--- config.mk ---
export PLATFORM = sky130hd
export DESIGN_NAME = utf8_decode_validated_top_flat
export DESIGN_NICKNAME = d
export VERILOG_FILES = /design/src/hw/rtl/u8dv_pkg.sv /design/src/hw/rtl/u8dv_in_if.sv /design/src/hw/rtl/u8dv_out_if.sv /design/src/hw/rtl/u8dv_lane.sv /design/src/hw/rtl/u8dv_merge.sv /design/src/hw/rtl/utf8_decode_validated_top.sv /design/src/flat_wrapper.sv
export SDC_FILE = /design/constraint.sdc
export NUM_CORES = 1
export LEC_CHECK = 0
export ABC_AREA = 1
export BUFFER_PORTS_ARGS = -buffer_cell sky130_fd_sc_hd__buf_2
export CAP_MARGIN = 20
export CORE_MARGIN = 2
export CORE_UTILIZATION = 30
export CTS_CLUSTER_DIAMETER = 150
export DETAILED_ROUTE_END_ITERATION = 6
export PLACE_DENSITY = 0.53
export SYNTH_ARGS = -nofsm -noshare
export SYNTH_HDL_FRONTEND = slang
export SYNTH_SLANG_ARGS = --single-unit
--- constraint.sdc ---
create_clock -name clk -period 10.1 [get_ports clk]
set_input_delay 1.515 -clock clk [delete_from_list [all_inputs] [get_ports clk]]
set_output_delay 1.515 -clock clk [all_outputs]
set_load 0.01 [all_outputs]
--- src/hw/rtl/u8dv_pkg.sv ---
// Shared types, constants and helper functions for the UTF-8 validating decoder.
`default_nettype none

package u8dv_pkg;

  localparam int MAX_SEQ_BYTES = 6;
  localparam int LANES         = MAX_SEQ_BYTES - 1;
  localparam int AVAIL_W       = 3;
  localparam int LEN_W         = 3;
  localparam int CP_W          = 21;

  localparam logic [AVAIL_W-1:0] AVAIL_MAX = AVAIL_W'(MAX_SEQ_BYTES);

  localparam logic [CP_W-1:0] CP_LIMIT  = 21'h110000;
  localparam logic [CP_W-1:0] NCHAR_LO  = 21'h00FDD0;
  localparam logic [CP_W-1:0] NCHAR_HI  = 21'h00FDEF;
  localparam logic [CP_W-1:0] MIN_2B    = 21'h000080;
  localparam logic [CP_W-1:0] MIN_3B    = 21'h000800;
  localparam logic [CP_W-1:0] MIN_4B    = 21'h010000;
  localparam logic [9:0]      SURR_TAG  = 10'h01B;
  localparam logic [14:0]     NONCH_TAG = 15'h7FFF;

  localparam logic [7:0] CONT_MASK = 8'hC0;
  localparam logic [7:0] CONT_TAG  = 8'h80;

  typedef enum logic [1:0] {
    ST_OK      = 2'd0,
    ST_INVALID = 2'd1,
    ST_TRUNC   = 2'd2
  } status_t;

  typedef struct packed {
    logic       short_bad;
    logic       form_bad;
    logic       nul;
    logic [5:0] payload;
  } lane_t;

  typedef struct packed {
    logic [CP_W-1:0]  code_point;
    logic [LEN_W-1:0] seq_length;
    status_t          status;
  } result_t;

  // 0 marks a lead byte that cannot open a sequence
  function automatic logic [LEN_W-1:0] lead_len(input logic [7:0] lead);
    logic [LEN_W-1:0] len;
    if (lead < 8'h80) begin
      len = LEN_W'(1);
    end else if (lead < 8'hC0) begin
      len = '0;
    end else if (lead < 8'hE0) begin
      len = LEN_W'(2);
    end else if (lead < 8'hF0) begin
      len = LEN_W'(3);
    end else if (lead < 8'hF8) begin
      len = LEN_W'(4);
    end else if (lead < 8'hFC) begin
      len = LEN_W'(5);
    end else if (lead < 8'hFE) begin
      len = LEN_W'(6);
    end else begin
      len = '0;
    end
    return len;
  endfunction

  function automatic logic [AVAIL_W-1:0] clamp_avail(input logic [AVAIL_W-1:0] avail);
    return (avail > AVAIL_MAX) ? AVAIL_MAX : avail;
  endfunction

endpackage

`default_nettype wire

--- src/hw/rtl/u8dv_in_if.sv ---
// Input channel: six-byte window and byte count.
`default_nettype none

interface u8dv_in_if;
  logic       valid;
  logic       ready;
  logic [7:0] byte0;
  logic [7:0] byte1;
  logic [7:0] byte2;
  logic [7:0] byte3;
  logic [7:0] byte4;
  logic [7:0] byte5;
  logic [u8dv_pkg::AVAIL_W-1:0] avail;

  modport source (output valid, byte0, byte1, byte2, byte3, byte4, byte5, avail,
                  input ready);
  modport sink   (input valid, byte0, byte1, byte2, byte3, byte4, byte5, avail,
                  output ready);
endinterface

`default_nettype wire

--- src/hw/rtl/u8dv_out_if.sv ---
// Result channel: code point, sequence length and status.
`default_nettype none

interface u8dv_out_if;
  logic                         valid;
  logic                         ready;
  logic [u8dv_pkg::CP_W-1:0]    code_point;
  logic [u8dv_pkg::LEN_W-1:0]   seq_length;
  u8dv_pkg::status_t            status;

  modport source (output valid, code_point, seq_length, status, input ready);
  modport sink   (input valid, code_point, seq_length, status, output ready);
endinterface

`default_nettype wire

--- src/hw/rtl/u8dv_lane.sv ---
// Per-byte lane: classifies one trailing byte of the window.
`default_nettype none

module u8dv_lane #(
  parameter int LANE_POS = 1
) (
  input  wire logic [7:0]                   byte_i,
  input  wire logic [u8dv_pkg::AVAIL_W-1:0] avail_i,
  input  wire logic [u8dv_pkg::LEN_W-1:0]   form_len_i,
  output u8dv_pkg::lane_t                   lane_o
);

  logic is_cont;
  logic present;
  logic in_form;

  assign is_cont = (byte_i & u8dv_pkg::CONT_MASK) == u8dv_pkg::CONT_TAG;
  assign present = u8dv_pkg::AVAIL_W'(LANE_POS) < avail_i;
  assign in_form = u8dv_pkg::LEN_W'(LANE_POS) < form_len_i;

  assign lane_o.short_bad = present && !is_cont;
  assign lane_o.form_bad  = in_form && !is_cont;
  assign lane_o.nul       = byte_i == 8'h00;
  assign lane_o.payload   = byte_i[5:0];

endmodule

`default_nettype wire

--- src/hw/rtl/u8dv_merge.sv ---
// Merge stage: combines lane flags with the lead byte into one result.
`default_nettype none

module u8dv_merge (
  input  wire logic [7:0]                   lead_i,
  input  wire logic [u8dv_pkg::AVAIL_W-1:0] avail_i,
  input  wire logic [u8dv_pkg::LEN_W-1:0]   form_len_i,
  input  wire u8dv_pkg::lane_t              lanes_i [u8dv_pkg::LANES],
  output u8dv_pkg::result_t                 result_o
);

  logic                      any_short_bad;
  logic                      first_bad;
  logic                      first_nul;
  logic [u8dv_pkg::CP_W-1:0] value;
  logic                      overlong;
  logic                      value_ok;

  always_comb begin
    any_short_bad = 1'b0;
    first_bad     = 1'b0;
    first_nul     = 1'b0;
    for (int i = u8dv_pkg::LANES - 1; i >= 0; i--) begin
      any_short_bad = any_short_bad | lanes_i[i].short_bad;
      if (lanes_i[i].form_bad) begin
        first_bad = 1'b1;
        first_nul = lanes_i[i].nul;
      end
    end
  end

  always_comb begin
    case (form_len_i)
      3'd2: begin
        value    = {10'b0, lead_i[4:0], lanes_i[0].payload};
        overlong = value < u8dv_pkg::MIN_2B;
      end
      3'd3: begin
        value    = {5'b0, lead_i[3:0], lanes_i[0].payload, lanes_i[1].payload};
        overlong = value < u8dv_pkg::MIN_3B;
      end
      3'd4: begin
        value    = {lead_i[2:0], lanes_i[0].payload, lanes_i[1].payload,
                    lanes_i[2].payload};
        overlong = value < u8dv_pkg::MIN_4B;
      end
      default: begin
        value    = '0;
        overlong = 1'b1;
      end
    endcase
    value_ok = !overlong
            && (value < u8dv_pkg::CP_LIMIT)
            && (value[20:11] != u8dv_pkg::SURR_TAG)
            && !((value >= u8dv_pkg::NCHAR_LO) && (value <= u8dv_pkg::NCHAR_HI))
            && (value[15:1] != u8dv_pkg::NONCH_TAG);
  end

  always_comb begin
    result_o.code_point = '0;
    result_o.seq_length = '0;
    result_o.status     = u8dv_pkg::ST_INVALID;
    if (avail_i == '0) begin
      result_o.status = u8dv_pkg::ST_TRUNC;
    end else if (form_len_i == u8dv_pkg::LEN_W'(1)) begin
      result_o.code_point = u8dv_pkg::CP_W'(lead_i);
      result_o.seq_length = form_len_i;
      result_o.status     = u8dv_pkg::ST_OK;
    end else if (form_len_i == '0) begin
      result_o.status = u8dv_pkg::ST_INVALID;
    end else if (form_len_i > avail_i) begin
      result_o.status = any_short_bad ? u8dv_pkg::ST_INVALID : u8dv_pkg::ST_TRUNC;
    end else if (first_bad) begin
      result_o.status = first_nul ? u8dv_pkg::ST_TRUNC : u8dv_pkg::ST_INVALID;
    end else if (value_ok) begin
      result_o.code_point = value;
      result_o.seq_length = form_len_i;
      result_o.status     = u8dv_pkg::ST_OK;
    end
  end

endmodule

`default_nettype wire

--- src/hw/rtl/utf8_decode_validated_top.sv ---
// Validating UTF-8 decoder top level: lanes, merge stage and output buffering.
//
// Usage:
//   in_ch carries a six-byte window (byte0 is the lead byte) and avail, the
//   number of bytes present (values above six count as six). out_ch returns
//   one item per input item: code_point, seq_length (1..4) and status ok, or
//   zero fields with status invalid or truncated.
//   Both channels use valid/ready; an item moves when both are high.
//   Five lanes classify byte1..byte5 in parallel; a merge stage forms the
//   result, which lands in an output register.
//   Each result is registered in the output register, or in the skid register during a stall.
//   Throughput: 1 item per cycle while out_ch.ready stays high.
//   When the receiver stalls, one more item is taken into a skid register;
//   in_ch.ready then drops until the output register drains.
//   Reset (rst_n low, synchronous) empties both registers; no item is lost
//   or repeated across a stall.
`default_nettype none

module utf8_decode_validated_top (
  input wire logic   clk,
  input wire logic   rst_n,
  u8dv_in_if.sink    in_ch,
  u8dv_out_if.source out_ch
);

  logic [7:0]                   win [u8dv_pkg::MAX_SEQ_BYTES];
  logic [u8dv_pkg::AVAIL_W-1:0] avail_c;
  logic [u8dv_pkg::LEN_W-1:0]   form_len;
  u8dv_pkg::lane_t              lanes [u8dv_pkg::LANES];
  u8dv_pkg::result_t            result;

  u8dv_pkg::result_t out_r,   out_nxt;
  u8dv_pkg::result_t skid_r,  skid_nxt;
  logic              out_v_r, out_v_nxt;
  logic              skid_v_r, skid_v_nxt;
  logic              in_accept;
  logic              out_free;

  assign win[0] = in_ch.byte0;
  assign win[1] = in_ch.byte1;
  assign win[2] = in_ch.byte2;
  assign win[3] = in_ch.byte3;
  assign win[4] = in_ch.byte4;
  assign win[5] = in_ch.byte5;

  assign avail_c  = u8dv_pkg::clamp_avail(in_ch.avail);
  assign form_len = u8dv_pkg::lead_len(win[0]);

  for (genvar g = 0; g < u8dv_pkg::LANES; g++) begin : g_lane
    u8dv_lane #(
      .LANE_POS (g + 1)
    ) u_lane (
      .byte_i     (win[g+1]),
      .avail_i    (avail_c),
      .form_len_i (form_len),
      .lane_o     (lanes[g])
    );
  end

  u8dv_merge u_merge (
    .lead_i     (win[0]),
    .avail_i    (avail_c),
    .form_len_i (form_len),
    .lanes_i    (lanes),
    .result_o   (result)
  );

  assign in_ch.ready = !skid_v_r;
  assign in_accept   = in_ch.valid && !skid_v_r;
  assign out_free    = !out_v_r || out_ch.ready;

  always_comb begin
    out_nxt    = out_r;
    skid_nxt   = skid_r;
    out_v_nxt  = out_v_r;
    skid_v_nxt = skid_v_r;
    if (out_free) begin
      out_v_nxt  = skid_v_r || in_accept;
      out_nxt    = skid_v_r ? skid_r : result;
      skid_v_nxt = 1'b0;
    end else if (in_accept) begin
      skid_nxt   = result;
      skid_v_nxt = 1'b1;
    end
  end

  always_ff @(posedge clk) begin
    if (!rst_n) begin
      out_v_r  <= 1'b0;
      skid_v_r <= 1'b0;
    end else begin
      out_v_r  <= out_v_nxt;
      skid_v_r <= skid_v_nxt;
    end
  end

  always_ff @(posedge clk) begin
    out_r  <= out_nxt;
    skid_r <= skid_nxt;
  end

  assign out_ch.valid      = out_v_r;
  assign out_ch.code_point = out_r.code_point;
  assign out_ch.seq_length = out_r.seq_length;
  assign out_ch.status     = out_r.status;

  a_skid_needs_out: assert property (@(posedge clk) disable iff (!rst_n)
    skid_v_r |-> out_v_r)
    else $error("skid register holds an item while output register is empty");

  a_stall_fills_skid: assert property (@(posedge clk) disable iff (!rst_n)
    (out_v_r && !out_ch.ready && in_accept) |=> skid_v_r)
    else $error("item accepted during stall was not held in skid register");

  a_empty_fills_out: assert property (@(posedge clk) disable iff (!rst_n)
    (!out_v_r && in_accept) |=> (out_v_r && !skid_v_r))
    else $error("item accepted into empty buffer did not reach output register");

  a_ok_has_length: assert property (@(posedge clk) disable iff (!rst_n)
    (out_v_r && out_r.status == u8dv_pkg::ST_OK) |-> (out_r.seq_length != '0))
    else $error("ok result carries zero sequence length");

endmodule

`default_nettype wire

--- src/flat_wrapper.sv ---
// flat-port wrapper written by rule: the top's interface ports become plain ports
module utf8_decode_validated_top_flat 
  (clk, rst_n, in_ch_valid, in_ch_byte0, in_ch_byte1, in_ch_byte2, in_ch_byte3, in_ch_byte4, in_ch_byte5, in_ch_avail, in_ch_ready, out_ch_valid, out_ch_code_point, out_ch_seq_length, out_ch_status, out_ch_ready);
  u8dv_in_if in_ch_i ();
  u8dv_out_if out_ch_i ();
  input wire logic clk;
  input wire logic rst_n;
  input wire logic [$bits(in_ch_i.valid)-1:0] in_ch_valid;
  input wire logic [$bits(in_ch_i.byte0)-1:0] in_ch_byte0;
  input wire logic [$bits(in_ch_i.byte1)-1:0] in_ch_byte1;
  input wire logic [$bits(in_ch_i.byte2)-1:0] in_ch_byte2;
  input wire logic [$bits(in_ch_i.byte3)-1:0] in_ch_byte3;
  input wire logic [$bits(in_ch_i.byte4)-1:0] in_ch_byte4;
  input wire logic [$bits(in_ch_i.byte5)-1:0] in_ch_byte5;
  input wire logic [$bits(in_ch_i.avail)-1:0] in_ch_avail;
  output wire logic [$bits(in_ch_i.ready)-1:0] in_ch_ready;
  output wire logic [$bits(out_ch_i.valid)-1:0] out_ch_valid;
  output wire logic [$bits(out_ch_i.code_point)-1:0] out_ch_code_point;
  output wire logic [$bits(out_ch_i.seq_length)-1:0] out_ch_seq_length;
  output wire logic [$bits(out_ch_i.status)-1:0] out_ch_status;
  input wire logic [$bits(out_ch_i.ready)-1:0] out_ch_ready;
  assign in_ch_i.valid = in_ch_valid;
  assign in_ch_i.byte0 = in_ch_byte0;
  assign in_ch_i.byte1 = in_ch_byte1;
  assign in_ch_i.byte2 = in_ch_byte2;
  assign in_ch_i.byte3 = in_ch_byte3;
  assign in_ch_i.byte4 = in_ch_byte4;
  assign in_ch_i.byte5 = in_ch_byte5;
  assign in_ch_i.avail = in_ch_avail;
  assign in_ch_ready = in_ch_i.ready;
  assign out_ch_valid = out_ch_i.valid;
  assign out_ch_code_point = out_ch_i.code_point;
  assign out_ch_seq_length = out_ch_i.seq_length;
  assign out_ch_status = out_ch_i.status;
  assign out_ch_i.ready = out_ch_ready;
  utf8_decode_validated_top u_core (.clk(clk), .rst_n(rst_n), .in_ch(in_ch_i), .out_ch(out_ch_i));
endmodule
==> flow_summary.ini <==
[grt]
grt_pass1_vias = 3129
grt_antenna_before_repair = 0
grt_pass1_wl_um = 16300
track_usage = 0.158
grt_overflow_total = 0
grt_max_degree = 39

[placed_design]
hpwl_um = 8070
placedCellCount = 679
dpl-instance-area_um2 = 4160
place.port_buffers = 82
gp_congestion = 0.926

[hold_path]
min_from = u_core.skid_r[1]$_DFFE_PP_
hold_depth = 2
hold_end = u_core.out_ch.status[1]$_DFFE_PP_
hold_class = register to register

[synth]
synth_area_leader_cell = edfxtp_1
ys_ff_latch = 54
syn_inst = 462
syn_nets = 520
ys_seq_area_frac = 0.441
synth_top_area_share = 0.430
syn-cell-area_um2 = 3630
yosys_warnings = 0
ys_top_cells_by_area = edfxtp_1 (43%), nand2_1 (12%), inv_1 (6.1%)
ys_types = 38
synth.avg_cell_area_um2 = 7.86

[cells_and_area]
instances_no_fill = 688
mostFrequentLayoutCells = nand2_1 (120), buf_2 (82), inv_1 (59)
antenna_cells = 0
fillerInstances = 1263
drive_gt1_frac = 0.261
design_area_um2 = 4350
area_growth_pct = 20.0
num-nets-final = 598
final_common_cell = nand2_1

[die]
ioPinCount = 83
dieHeight_um = 114
rows = 40
coreArea_um2 = 11900
die_area_um2 = 13000
start_util = 0.305
dieWidth_um = 114

[drt]
drc = 0
wire_per_inst_um = 14.8
ant_nets = 0
vias_per_cell = 4.88
wirelength_um = 10200
drt_iter0_drc = 223
first_pass_iters = 5
vias = 3354

[worst_setup_path]
critPathBufInv = 4
critPathRequiredTime_ns = 10.22
worstSetupPathType = input port to register
worstPathArrival_ns = 4.46
worst_setup_path_end_kind = register
crit_top_cell = nand2_1
r2r_cells = 4
cp_max_fo = 18
worstReg2RegEnd = u_core.out_ch.code_point[2]$_DFFE_PP_
slowest_delay_ns = 0.39
r2r-start = u_core.skid_v_r$_SDFFE_PP0P_
rrSetupSlack_ns = 8.27
start_kind = input port
cp_slowest_cell = nor2_4
crit_chain = buf_2 > nand2_2 > nor2_4 > nand2_1 > inv_2 > nand2_1 > nand2_1 > nand2_1 > inv_2 > nand3_1 > nor2_1 > nor2_1 > nand2_1 > nand2_2 > nand2_4 > nand2_2 > inv_2 > nand3_1 > nor3_1
critical_path.top_delay_family = simple AND/OR/NAND/NOR gates

[power_and_ir_drop]
p_per_area_nw_per_um2 = 125
internal_power_mw = 0.404
comb_power_share = 0.173
ir_drop_mv = 0.0621
p_seq_frac = 0.475
power_frac_clock = 0.352
p_leak_nw = 2.11
power_mw = 0.544
power.switching_mw = 0.140
switching_share = 0.258

[sta]
drv_slew = 0
setup_viol = 0
tns_ns = 0
fin_crit_ns = 4.34
finalHoldViolations = 0
timing.fmax_ghz = 0.230
slew_headroom = 0.468
tightest_slew_ns = 0.795
finClkSkew_ns = 0.00447
fin_crit_sh = 0.430
rsz0062_at_grt = false

[clocking]
cts_tree = built
cts_buffers = 5
hold_buffers = 0
cts_buffer_depth = 2
postCtsSetupBuffers = 0
cts_root_buf = clkbuf_16
clk_pin_slew_worst_paths_ns = 0.07
numClockSinks = 54
cts_resized = 0
insertion_delay_ns = 0.29
htree_num_levels = 2

[job]
cap_violations = 0

[outcome]
status = finished, final reports clean
## routing by layer
metal  up-vias  routed length [um]  track usage
met1      1526                5060        0.233
li1       1695                   -            -
met2       121                4440        0.245
met4         0                 180       0.0447
met3        12                 486       0.0191
met5         -                   0            0
## final cells by class
cell class / count / area [um2] / area share
Timing Repair Buffer: 86 / 460 / 0.106
Multi-Input combinational cell: 327 / 1690 / 0.389
Inverter: 66 / 248 / 0.0569
Sequential cell: 54 / 1600 / 0.368
Tap cell: 147 / 184 / 0.0422
Clock buffer: 6 / 129 / 0.0296
Clock inverter: 2 / 37.5 / 0.00862
## logic make-up after synthesis
| kind of cell | Yosys count | synth area share |
|---|---|---|
| fa+ha+maj | 3 | 0.0103 |
| flops | 54 | 0.441 |
| simple gates | 274 | 0.365 |
| buf+inv | 81 | 0.0934 |
| compound gates | 50 | 0.0896 |
## metrics by stage
stage	hold WS, ns	setup slack [ns]	util
floorplan	0.494	5.62	-
global placement	0.504	5.45	0.349
detailed placement	0.505	5.44	0.349
CTS	0.521	5.74	0.363
global route	0.528	5.44	0.366
finish	0.518	5.76	0.366
## cells in the mapped netlist
master / count
nor2_1: 42
inv_1: 59
nand3_2: 8
nand2_1: 120
o221ai_1: 1
nor3_4: 1
a31oi_1: 4
nor2_2: 4
nand3_1: 44
and2_1: 5
a22oi_1: 1
nor4_1: 7
nor2_4: 3
o2111ai_1: 1
a211oi_1: 2
buf_2: 4
nand4_1: 8
a41o_1: 1
inv_2: 6
o21bai_1: 1
o21ai_2: 6
o211ai_2: 1
buf_6: 4
o21bai_2: 1
nand2_2: 10
clkinv_1: 1
a21oi_4: 1
dfxtp_1: 2
nor3_1: 14
or4_1: 2
a21oi_1: 22
o21ai_0: 6
nand4_2: 2
edfxtp_1: 52
nand2_4: 4
clkbuf_1: 7
ha_1: 3
o21ai_1: 2
## worst reg2reg max path, delay by kind of cell, from the launching register on
kind	cells	cell delay, ns
flops	1	0.81
buf+inv	2	0.60
simple gates	2	0.18
## power by group through the flow
stage                     logic (mW)  clock network [mW]  registers, mW
after floorplan               0.0501                   0          0.268
after global placement        0.0932                   0          0.263
after detailed placement      0.0933                   0          0.264
after CTS                     0.0936               0.197          0.259
after global routing           0.104               0.203          0.260
final                         0.0940               0.191          0.258
## worst max path at each step
stage	from	endpoint	slack, ns	cells past startpoint
6_report	in_ch_byte0[7]	u_core.skid_r[23]$_DFFE_PP_	5.76	19
5_1_grt	in_ch_byte0[7]	u_core.skid_r[23]$_DFFE_PP_	5.44	19
4_1_cts	in_ch_byte0[7]	u_core.out_ch.seq_length[2]$_DFFE_PP_	5.74	16
3_5_place_dp	in_ch_byte0[7]	u_core.out_ch.seq_length[2]$_DFFE_PP_	5.44	16
3_3_place_gp	in_ch_byte0[7]	u_core.out_ch.seq_length[2]$_DFFE_PP_	5.45	16
2_1_floorplan	out_ch_ready	u_core.skid_r[0]$_DFFE_PP_	5.62	3
## flip-flops by register name, indices dropped and copies added, names as in the netlist
signal	flops
u_core.skid_r	26
u_core.out_ch.code_point	21
u_core.out_ch.seq_length	3
u_core.out_ch.status	2
u_core.out_ch.valid	1
u_core.skid_v_r	1
Note: power is estimated with default switching activity, not from simulation.
